===== src/pss_pkg.sv =====
package pss_pkg;

   localparam int INDEX_BITS       = 31;
   localparam int FIELD_BITS       = 31;
   localparam int ENERGY_BITS      = 62;
   localparam int DIFF_ENERGY_BITS = 63;
   localparam int CROSS_BITS       = 63;

   localparam logic [INDEX_BITS-1:0]  COUNT_MAX  = '1;
   localparam logic [ENERGY_BITS-1:0] ENERGY_MAX = '1;
   localparam logic [DIFF_ENERGY_BITS-1:0] DIFF_ENERGY_MAX = '1;
   localparam logic signed [63:0] PROD_MAX = 64'sh3FFF_FFFF_FFFF_FFFF;
   localparam logic signed [63:0] PROD_MIN = 64'shC000_0000_0000_0000;

   typedef enum logic [1:0] {
      KIND_A    = 2'd0,
      KIND_B    = 2'd1,
      KIND_DIFF = 2'd2
   } report_kind_type;

   typedef struct packed {
      logic load;   // stage 1 takes a new word
      logic acc;    // stage 2 folds the stage 1 word into the sums
      logic clr;    // stage 1 word ends the record
   } pss_ctl_type;

   typedef struct packed {
      logic [15:0]             peak;
      logic [ENERGY_BITS-1:0]  energy;
      logic [INDEX_BITS-1:0]   hits;
      logic [INDEX_BITS-1:0]   first;
      logic [INDEX_BITS-1:0]   last;
      logic                    seen;
   } lane_stats_type;

   typedef struct packed {
      logic [INDEX_BITS-1:0]       frames;
      logic [15:0]                 peak;
      logic [DIFF_ENERGY_BITS-1:0] energy;
      logic [INDEX_BITS-1:0]       hits;
      logic [CROSS_BITS-1:0]       dot;
   } pair_stats_type;

   function automatic logic [INDEX_BITS-1:0] count_up(input logic [INDEX_BITS-1:0] c);
      logic [INDEX_BITS-1:0] nxt;
      nxt = c + 1'b1;
      return (c == COUNT_MAX) ? c : nxt;
   endfunction

   function automatic logic [FIELD_BITS-1:0] fit_field(input logic [INDEX_BITS-1:0] v);
      logic [63:0] wide;
      wide = 64'(v);
      return wide[FIELD_BITS-1:0];
   endfunction

endpackage


===== src/paired_sample_statistics_unit.sv =====
// Paired sample statistics. Takes one pair of signed 16-bit samples per clock
// and keeps, for each stream, peak magnitude, sum of squares, nonzero count and
// first/last nonzero index, and for the pair the differing count, sum of
// squared differences (B - A), saturated dot product and peak difference.
// Words pass a two-stage pipeline (square/product, then accumulate in the
// A, B and pair lanes): a word is registered in stage 1 when accepted and
// folded in when stage 1 next advances. A word flagged end_of_record makes
// three result words (A, B, pair) from a report buffer, the first on the cycle
// after it is folded in, and clears all sums. req_ready stays high at one word
// per clock except while an end-of-record word waits in stage 1 for the
// previous report buffer to drain. Counters saturate at their maximum.
module paired_sample_statistics_unit
   import pss_pkg::*;
(
   input  logic                         clock,
   input  logic                         reset,
   input  logic                         req_valid,
   output logic                         req_ready,
   input  logic signed [15:0]           req_sample_a,
   input  logic signed [15:0]           req_sample_b,
   input  logic                         req_end_of_record,
   output logic                         rsp_valid,
   input  logic                         rsp_ready,
   output logic [1:0]                   rsp_report_kind,
   output logic [FIELD_BITS-1:0]        rsp_frame_total,
   output logic [15:0]                  rsp_peak_value,
   output logic [DIFF_ENERGY_BITS-1:0]  rsp_energy_total,
   output logic [FIELD_BITS-1:0]        rsp_hit_total,
   output logic [FIELD_BITS-1:0]        rsp_first_active,
   output logic [FIELD_BITS-1:0]        rsp_last_active,
   output logic                         rsp_any_active,
   output logic signed [CROSS_BITS-1:0] rsp_cross_sum,
   output logic                         rsp_last_of_run
);

   logic                  s1_vld_ff, s1_vld_in;
   logic                  s1_eor_ff;
   logic                  adv;
   pss_ctl_type           ctl;
   logic [INDEX_BITS-1:0] index;
   lane_stats_type        upd_a, upd_b;
   pair_stats_type        upd_p;

   // stage 1 holds only when its word ends a record and the report is busy
   always_comb begin
      adv       = !(s1_vld_ff && s1_eor_ff && rsp_valid);
      req_ready = adv;
      s1_vld_in = adv ? req_valid : s1_vld_ff;
      ctl.load  = adv;
      ctl.acc   = adv && s1_vld_ff;
      ctl.clr   = s1_eor_ff;
   end

   always_ff @(posedge clock) begin
      if (reset) begin
         s1_vld_ff <= 1'b0;
      end else begin
         s1_vld_ff <= s1_vld_in;
      end
   end

   always_ff @(posedge clock) begin
      if (adv) begin
         s1_eor_ff <= req_end_of_record;
      end
   end

   pss_lane u_lane_a (
      .clock  (clock),
      .reset  (reset),
      .ctl    (ctl),
      .sample (req_sample_a),
      .index  (index),
      .upd    (upd_a)
   );

   pss_lane u_lane_b (
      .clock  (clock),
      .reset  (reset),
      .ctl    (ctl),
      .sample (req_sample_b),
      .index  (index),
      .upd    (upd_b)
   );

   pss_pair u_pair (
      .clock    (clock),
      .reset    (reset),
      .ctl      (ctl),
      .sample_a (req_sample_a),
      .sample_b (req_sample_b),
      .index    (index),
      .upd      (upd_p)
   );

   pss_report u_report (
      .clock            (clock),
      .reset            (reset),
      .load             (ctl.acc && ctl.clr),
      .lane_a           (upd_a),
      .lane_b           (upd_b),
      .pair             (upd_p),
      .rsp_valid        (rsp_valid),
      .rsp_ready        (rsp_ready),
      .rsp_report_kind  (rsp_report_kind),
      .rsp_frame_total  (rsp_frame_total),
      .rsp_peak_value   (rsp_peak_value),
      .rsp_energy_total (rsp_energy_total),
      .rsp_hit_total    (rsp_hit_total),
      .rsp_first_active (rsp_first_active),
      .rsp_last_active  (rsp_last_active),
      .rsp_any_active   (rsp_any_active),
      .rsp_cross_sum    (rsp_cross_sum),
      .rsp_last_of_run  (rsp_last_of_run)
   );

endmodule


===== src/pss_lane.sv =====
module pss_lane
   import pss_pkg::*;
(
   input  logic                  clock,
   input  logic                  reset,
   input  pss_ctl_type           ctl,
   input  logic signed [15:0]    sample,
   input  logic [INDEX_BITS-1:0] index,
   output lane_stats_type        upd
);

   logic signed [16:0] sx;
   logic signed [16:0] sx_neg;
   logic [16:0]        mag_full;
   logic [15:0]        mag_in;
   logic [31:0]        sq_in;
   logic               nz_in;

   logic [15:0]        mag_ff;
   logic [31:0]        sq_ff;
   logic               nz_ff;

   lane_stats_type     stats_ff;
   logic [ENERGY_BITS:0] sum;

   // stage 1: magnitude and square
   always_comb begin
      sx       = 17'(sample);
      sx_neg   = -sx;
      mag_full = sx[16] ? sx_neg : sx;
      mag_in   = mag_full[15:0];
      sq_in    = 32'(mag_in) * 32'(mag_in);
      nz_in    = (sample != 16'sd0);
   end

   always_ff @(posedge clock) begin
      if (ctl.load) begin
         mag_ff <= mag_in;
         sq_ff  <= sq_in;
         nz_ff  <= nz_in;
      end
   end

   // stage 2: accumulate
   always_comb begin
      sum        = {1'b0, stats_ff.energy} + (ENERGY_BITS + 1)'(sq_ff);
      upd.peak   = (mag_ff > stats_ff.peak) ? mag_ff : stats_ff.peak;
      upd.energy = sum[ENERGY_BITS] ? ENERGY_MAX : sum[ENERGY_BITS-1:0];
      upd.hits   = nz_ff ? count_up(stats_ff.hits) : stats_ff.hits;
      upd.first  = (nz_ff && !stats_ff.seen) ? index : stats_ff.first;
      upd.last   = nz_ff ? index : stats_ff.last;
      upd.seen   = stats_ff.seen | nz_ff;
   end

   always_ff @(posedge clock) begin
      if (reset) begin
         stats_ff <= '0;
      end else if (ctl.acc) begin
         stats_ff <= ctl.clr ? '0 : upd;
      end
   end

endmodule


===== src/pss_pair.sv =====
module pss_pair
   import pss_pkg::*;
(
   input  logic                  clock,
   input  logic                  reset,
   input  pss_ctl_type           ctl,
   input  logic signed [15:0]    sample_a,
   input  logic signed [15:0]    sample_b,
   output logic [INDEX_BITS-1:0] index,
   output pair_stats_type        upd
);

   logic signed [16:0] diff;
   logic signed [16:0] diff_neg;
   logic [16:0]        adiff_full;
   logic [15:0]        adiff_in;
   logic [31:0]        dsq_in;
   logic signed [31:0] prod_in;
   logic               dnz_in;

   logic [15:0]        adiff_ff;
   logic [31:0]        dsq_ff;
   logic signed [31:0] prod_ff;
   logic               dnz_ff;

   pair_stats_type     acc_ff;
   logic [63:0]        esum;
   logic signed [63:0] csum;
   logic signed [63:0] cclamp;

   // stage 1: difference, its square, and the product
   always_comb begin
      diff       = 17'(sample_b) - 17'(sample_a);
      diff_neg   = -diff;
      adiff_full = diff[16] ? diff_neg : diff;
      adiff_in   = adiff_full[15:0];
      dsq_in     = 32'(adiff_in) * 32'(adiff_in);
      prod_in    = 32'(sample_a) * 32'(sample_b);
      dnz_in     = (diff != 17'sd0);
   end

   always_ff @(posedge clock) begin
      if (ctl.load) begin
         adiff_ff <= adiff_in;
         dsq_ff   <= dsq_in;
         prod_ff  <= prod_in;
         dnz_ff   <= dnz_in;
      end
   end

   // frame index of the word in stage 2 is the count before it
   assign index = acc_ff.frames;

   always_comb begin
      esum = {1'b0, acc_ff.energy} + 64'(dsq_ff);
      csum = $signed(64'($signed(acc_ff.dot))) + 64'(prod_ff);
      priority if (csum > PROD_MAX) begin
         cclamp = PROD_MAX;
      end else if (csum < PROD_MIN) begin
         cclamp = PROD_MIN;
      end else begin
         cclamp = csum;
      end
      upd.frames = count_up(acc_ff.frames);
      upd.peak   = (adiff_ff > acc_ff.peak) ? adiff_ff : acc_ff.peak;
      upd.energy = esum[63] ? DIFF_ENERGY_MAX : esum[DIFF_ENERGY_BITS-1:0];
      upd.hits   = dnz_ff ? count_up(acc_ff.hits) : acc_ff.hits;
      upd.dot    = cclamp[CROSS_BITS-1:0];
   end

   always_ff @(posedge clock) begin
      if (reset) begin
         acc_ff <= '0;
      end else if (ctl.acc) begin
         acc_ff <= ctl.clr ? '0 : upd;
      end
   end

endmodule


===== src/pss_report.sv =====
module pss_report
   import pss_pkg::*;
(
   input  logic                         clock,
   input  logic                         reset,
   input  logic                         load,
   input  lane_stats_type               lane_a,
   input  lane_stats_type               lane_b,
   input  pair_stats_type               pair,
   output logic                         rsp_valid,
   input  logic                         rsp_ready,
   output logic [1:0]                   rsp_report_kind,
   output logic [FIELD_BITS-1:0]        rsp_frame_total,
   output logic [15:0]                  rsp_peak_value,
   output logic [DIFF_ENERGY_BITS-1:0]  rsp_energy_total,
   output logic [FIELD_BITS-1:0]        rsp_hit_total,
   output logic [FIELD_BITS-1:0]        rsp_first_active,
   output logic [FIELD_BITS-1:0]        rsp_last_active,
   output logic                         rsp_any_active,
   output logic signed [CROSS_BITS-1:0] rsp_cross_sum,
   output logic                         rsp_last_of_run
);

   lane_stats_type  snap_a_ff;
   lane_stats_type  snap_b_ff;
   pair_stats_type  snap_p_ff;
   logic            vld_ff, vld_in;
   report_kind_type kind_ff, kind_in;
   lane_stats_type  sel;

   always_ff @(posedge clock) begin
      if (load) begin
         snap_a_ff <= lane_a;
         snap_b_ff <= lane_b;
         snap_p_ff <= pair;
      end
   end

   // next state: A, B, then pair word
   always_comb begin
      vld_in  = vld_ff;
      kind_in = kind_ff;
      if (load) begin
         vld_in  = 1'b1;
         kind_in = KIND_A;
      end else if (vld_ff && rsp_ready) begin
         unique case (kind_ff)
            KIND_A:    kind_in = KIND_B;
            KIND_B:    kind_in = KIND_DIFF;
            KIND_DIFF: vld_in  = 1'b0;
            default:   vld_in  = 1'b0;
         endcase
      end
   end

   always_ff @(posedge clock) begin
      if (reset) begin
         vld_ff  <= 1'b0;
         kind_ff <= KIND_A;
      end else begin
         vld_ff  <= vld_in;
         kind_ff <= kind_in;
      end
   end

   // outputs
   always_comb begin
      sel              = (kind_ff == KIND_B) ? snap_b_ff : snap_a_ff;
      rsp_valid        = vld_ff;
      rsp_report_kind  = kind_ff;
      rsp_frame_total  = fit_field(snap_p_ff.frames);
      rsp_peak_value   = sel.peak;
      rsp_energy_total = {1'b0, sel.energy};
      rsp_hit_total    = fit_field(sel.hits);
      rsp_first_active = fit_field(sel.first);
      rsp_last_active  = fit_field(sel.last);
      rsp_any_active   = sel.seen;
      rsp_cross_sum    = '0;
      rsp_last_of_run  = 1'b0;
      unique case (kind_ff)
         KIND_A, KIND_B: begin
         end
         KIND_DIFF: begin
            rsp_peak_value   = snap_p_ff.peak;
            rsp_energy_total = snap_p_ff.energy;
            rsp_hit_total    = fit_field(snap_p_ff.hits);
            rsp_first_active = '0;
            rsp_last_active  = '0;
            rsp_any_active   = 1'b0;
            rsp_cross_sum    = snap_p_ff.dot;
            rsp_last_of_run  = 1'b1;
         end
         default: begin
            rsp_last_of_run  = 1'b1;
         end
      endcase
   end

endmodule


===== config.mk =====
export PLATFORM = sky130hd
export DESIGN_NAME = paired_sample_statistics_unit
export DESIGN_NICKNAME = d
export VERILOG_FILES = /design/src/pss_pkg.sv /design/src/paired_sample_statistics_unit.sv /design/src/pss_lane.sv /design/src/pss_pair.sv /design/src/pss_report.sv
export SDC_FILE = /design/constraint.sdc
export NUM_CORES = 2
export LEC_CHECK = 0
export BUFFER_PORTS_ARGS = -buffer_cell sky130_fd_sc_hd__buf_2
export CAP_MARGIN = 25
export CORE_MARGIN = 2
export CORE_UTILIZATION = 55
export CTS_CLUSTER_DIAMETER = 30
export DETAILED_ROUTE_END_ITERATION = 16
export PLACE_DENSITY = 0.71
export SLEW_MARGIN = 20
export SYNTH_ARGS = -nofsm -noshare
export SYNTH_HDL_FRONTEND = slang
export SYNTH_SLANG_ARGS = --single-unit

===== constraint.sdc =====
create_clock -name clock -period 41.5 [get_ports clock]
set_input_delay 6.225 -clock clock [delete_from_list [all_inputs] [get_ports clock]]
set_output_delay 6.225 -clock clock [all_outputs]
set_load 0.02 [all_outputs]

==> impl_metrics.yaml <==
synthesis:
  synth_top_area_cell: "edfxtp_1"
  synth_edf_count: 722
  postSynth.asyncResetShare_pct: 0
  yosysSeqAreaShare_pct: 33.9
  ys_top_cells_by_area: "edfxtp_1 (22%), fa_1 (16%), dfxtp_1 (11%)"
  yosysTopAreaCellShare_pct: 22.5
  synth_flop_cell: "edfxtp_1"
  yosys_warnings: 0
  ys_ff_latch: 1274
  synthDistinctLibCells: 122
  synth_cells: 9882
  avgSynthCellArea_um2: 9.77
  netlist_area_um2: 96500
timing:
  fin_crit_sh_pct: 40.7
  tns_ns: 0
  final-setup-viol-count: 0
  rsz0062_at_grt: "no"
  max_freq_mhz: 59.2
  final_hold_viol_count: 0
  worstMarginPinSlew_ns: 1.20
  finalCriticalPeriod_ns: 16.89
  maxSlewHeadroom_pct: 19.1
  skew_ns: 0.104
  slew_viol_final: 0
flow_run:
  drv_cap: 0
global_routing:
  grt_use_met1_pct: 38.2
  top_usage_layer: "met2"
  track_usage_pct: 29.6
  met2_usage_pct: 49.7
  grt_use_met3_pct: 4.05
  grt_pass1_wl_um: 419000
  grt_pass1_vias: 74800
  grt_max_degree: 185
  grt_overflow: 0
  antenna_found_initial: 9
placement:
  place_congestion: 0.937
  hpwl_um: 195000
  portBuffers: 308
drt:
  wl_um: 269000
  via_per_inst: 5.86
  wl_per_cell_um: 21.3
  drc: 0
  firstDrtPassIters: 6
  drt_iter0_drc: 5607
  vias: 73900
  ant_nets: 0
clocking:
  cts_setup_buffers: 0
  clock_sink_count: 1274
  root_buffer: "clkbuf_16"
  htreeDepth: 5
  cts_buffer_depth: 4
  ctsResizeCount: 0
  cts_tree: "yes"
  clk_latency_ns: 0.93
  holdBufCountCts: 0
  numCtsBuffers: 285
  clk_pin_slew_ns: 0.05
worst_setup_path:
  ff2ff_setup_slack_ns: 36.72
  cpMostUsedCell: "fa_1"
  slowest_stage: "clkinv_1"
  worst_setup_path_start_kind: "primary input"
  path_max_fanout: 26
  worst_setup_path_end_kind: "register"
  required_ns: 42.12
  slowest_delay_ns: 0.91
  crit_arrival_ns: 17.51
  critical_path_class: "primary input to register"
floorplanning:
  coreArea_um2: 174000
  row_count: 153
  io_pins: 309
  die-height_um: 423
  start_util_pct: 55.4
  die_width_um: 423
  dieArea_um2: 179000
layout:
  drive_gt1_share_pct: 11.9
  area_growth_pct: 13.4
  nets: 11500
min_path:
  hold_path_class: "register to register"
outcome:
  status: "finished, final reports clean"
## final cells by class
class,instances,area (µm²)
Timing Repair Buffer,414,2550
Inverter,1143,4300
Fill cell,14200,64700
Tap cell,2325,2910
Clock buffer,350,7700
Multi-Input combinational cell,6953,57500
Antenna cell,3,7.51
Clock inverter,150,1730
Sequential cell,1274,32700
## cells in the mapped netlist (34+ instances only)
| cell type | count |
|---|---|
| nor4_1 | 36 |
| nand4_1 | 79 |
| nand2b_1 | 52 |
| or3_1 | 34 |
| o21a_1 | 80 |
| a22oi_1 | 171 |
| buf_2 | 50 |
| inv_1 | 1114 |
| dfxtp_1 | 552 |
| a22o_1 | 191 |
| mux2i_1 | 118 |
| mux2_2 | 232 |
| a211oi_1 | 142 |
| and2_1 | 183 |
| xor2_1 | 177 |
| fa_1 | 754 |
| a21o_1 | 189 |
| nor2b_1 | 151 |
| a21oi_1 | 554 |
| xnor2_1 | 314 |
| buf_4 | 38 |
| nand3_1 | 129 |
| o21ai_0 | 349 |
| nand2_1 | 924 |
| nand3b_1 | 69 |
| ha_1 | 611 |
| nor3_1 | 93 |
| and3_1 | 81 |
| o31ai_1 | 35 |
| edfxtp_1 | 722 |
| a31oi_1 | 40 |
| nor2_1 | 706 |
| o21bai_1 | 44 |
| o211ai_1 | 64 |
| clkbuf_1 | 410 |
## cell families after synthesis
group | synth area share (%)
xor+xnor | 4.55
buf+inv | 6.77
other cells | 0.00778
mux | 3.93
compound gates | 14.3
fa+ha+maj | 23.6
flops | 33.9
simple gates | 13.0
## sequential cells by signal, indices dropped and copies added, names as in the netlist, 32 cells and up
| name | flops |
|---|---|
| u_pair.acc_ff | 173 |
| u_report.snap_p_ff | 173 |
| u_report.snap_a_ff | 172 |
| u_report.snap_b_ff | 172 |
| u_lane_b.stats_ff | 172 |
| u_lane_a.stats_ff | 172 |
| u_pair.prod_ff | 32 |
## layout by cell type (no fill, tap or decap), types with 93 or more instances in the layout
| cell | Yosys | layout |
|---|---|---|
| nor3_1 | 93 | 93 |
| a21oi_1 | 554 | 554 |
| inv_1 | 1114 | 1114 |
| xnor2_1 | 314 | 310 |
| xor2_1 | 177 | 177 |
| ha_1 | 611 | 611 |
| nor2_1 | 706 | 698 |
| nor2b_1 | 151 | 150 |
| mux2_2 | 232 | 232 |
| a211oi_1 | 142 | 142 |
| mux2i_1 | 118 | 118 |
| and2_1 | 183 | 181 |
| fa_1 | 754 | 754 |
| buf_2 | 50 | 307 |
| a21o_1 | 189 | 189 |
| nand2_1 | 924 | 922 |
| nand3_1 | 129 | 128 |
| dfxtp_1 | 552 | 549 |
| edfxtp_1 | 722 | 722 |
| clkbuf_16 | 0 | 292 |
| a22oi_1 | 171 | 171 |
| a22o_1 | 191 | 191 |
| o21ai_0 | 349 | 349 |
## per-layer routing
metal	vias to the layer above	part of all wire [%]
met3	590	5.8
met4	2	4.6
met2	2449	48
met5	-	0.0041
li1	34300	-
met1	36600	41
## worst max-delay path: cells and delay by family
kind	cells	cell delay, ns
adder cells (fa/ha/maj)	9	4.33
XOR/XNOR	2	0.67
buffers and inverters	9	2.46
AO/OA/AOI/OAI	13	2.82
AND/OR/NAND/NOR	5	0.96
## per-stage QoR
stage,area [µm²],util [%],std cells,worst slack [ns],hold WS [ns]
after floorplan,96600,-,9904,16.15,0.429
after global placement,99800,57.3,12100,23.80,0.435
after detailed placement,99900,57.3,12100,23.64,0.441
after CTS,109000,62.7,12600,24.51,0.449
after global routing,109000,62.8,12600,24.05,0.463
final,109000,62.8,12600,24.61,0.448
## path summary, 6_finish.rpt
kind                    startpoint                      to  cells past startpoint
min          u_lane_b.stats_ff[28]   u_lane_b.stats_ff[28]                      2
min reg2reg  u_lane_b.stats_ff[28]   u_lane_b.stats_ff[28]                      2
max                req_sample_b[0]       u_pair.dsq_ff[26]                     38
max reg2reg      u_lane_b.sq_ff[0]  u_lane_b.stats_ff[122]                     14
Power is not shown: default switching activity piles up to over one toggle a cycle in this logic, so the estimate is an artifact.
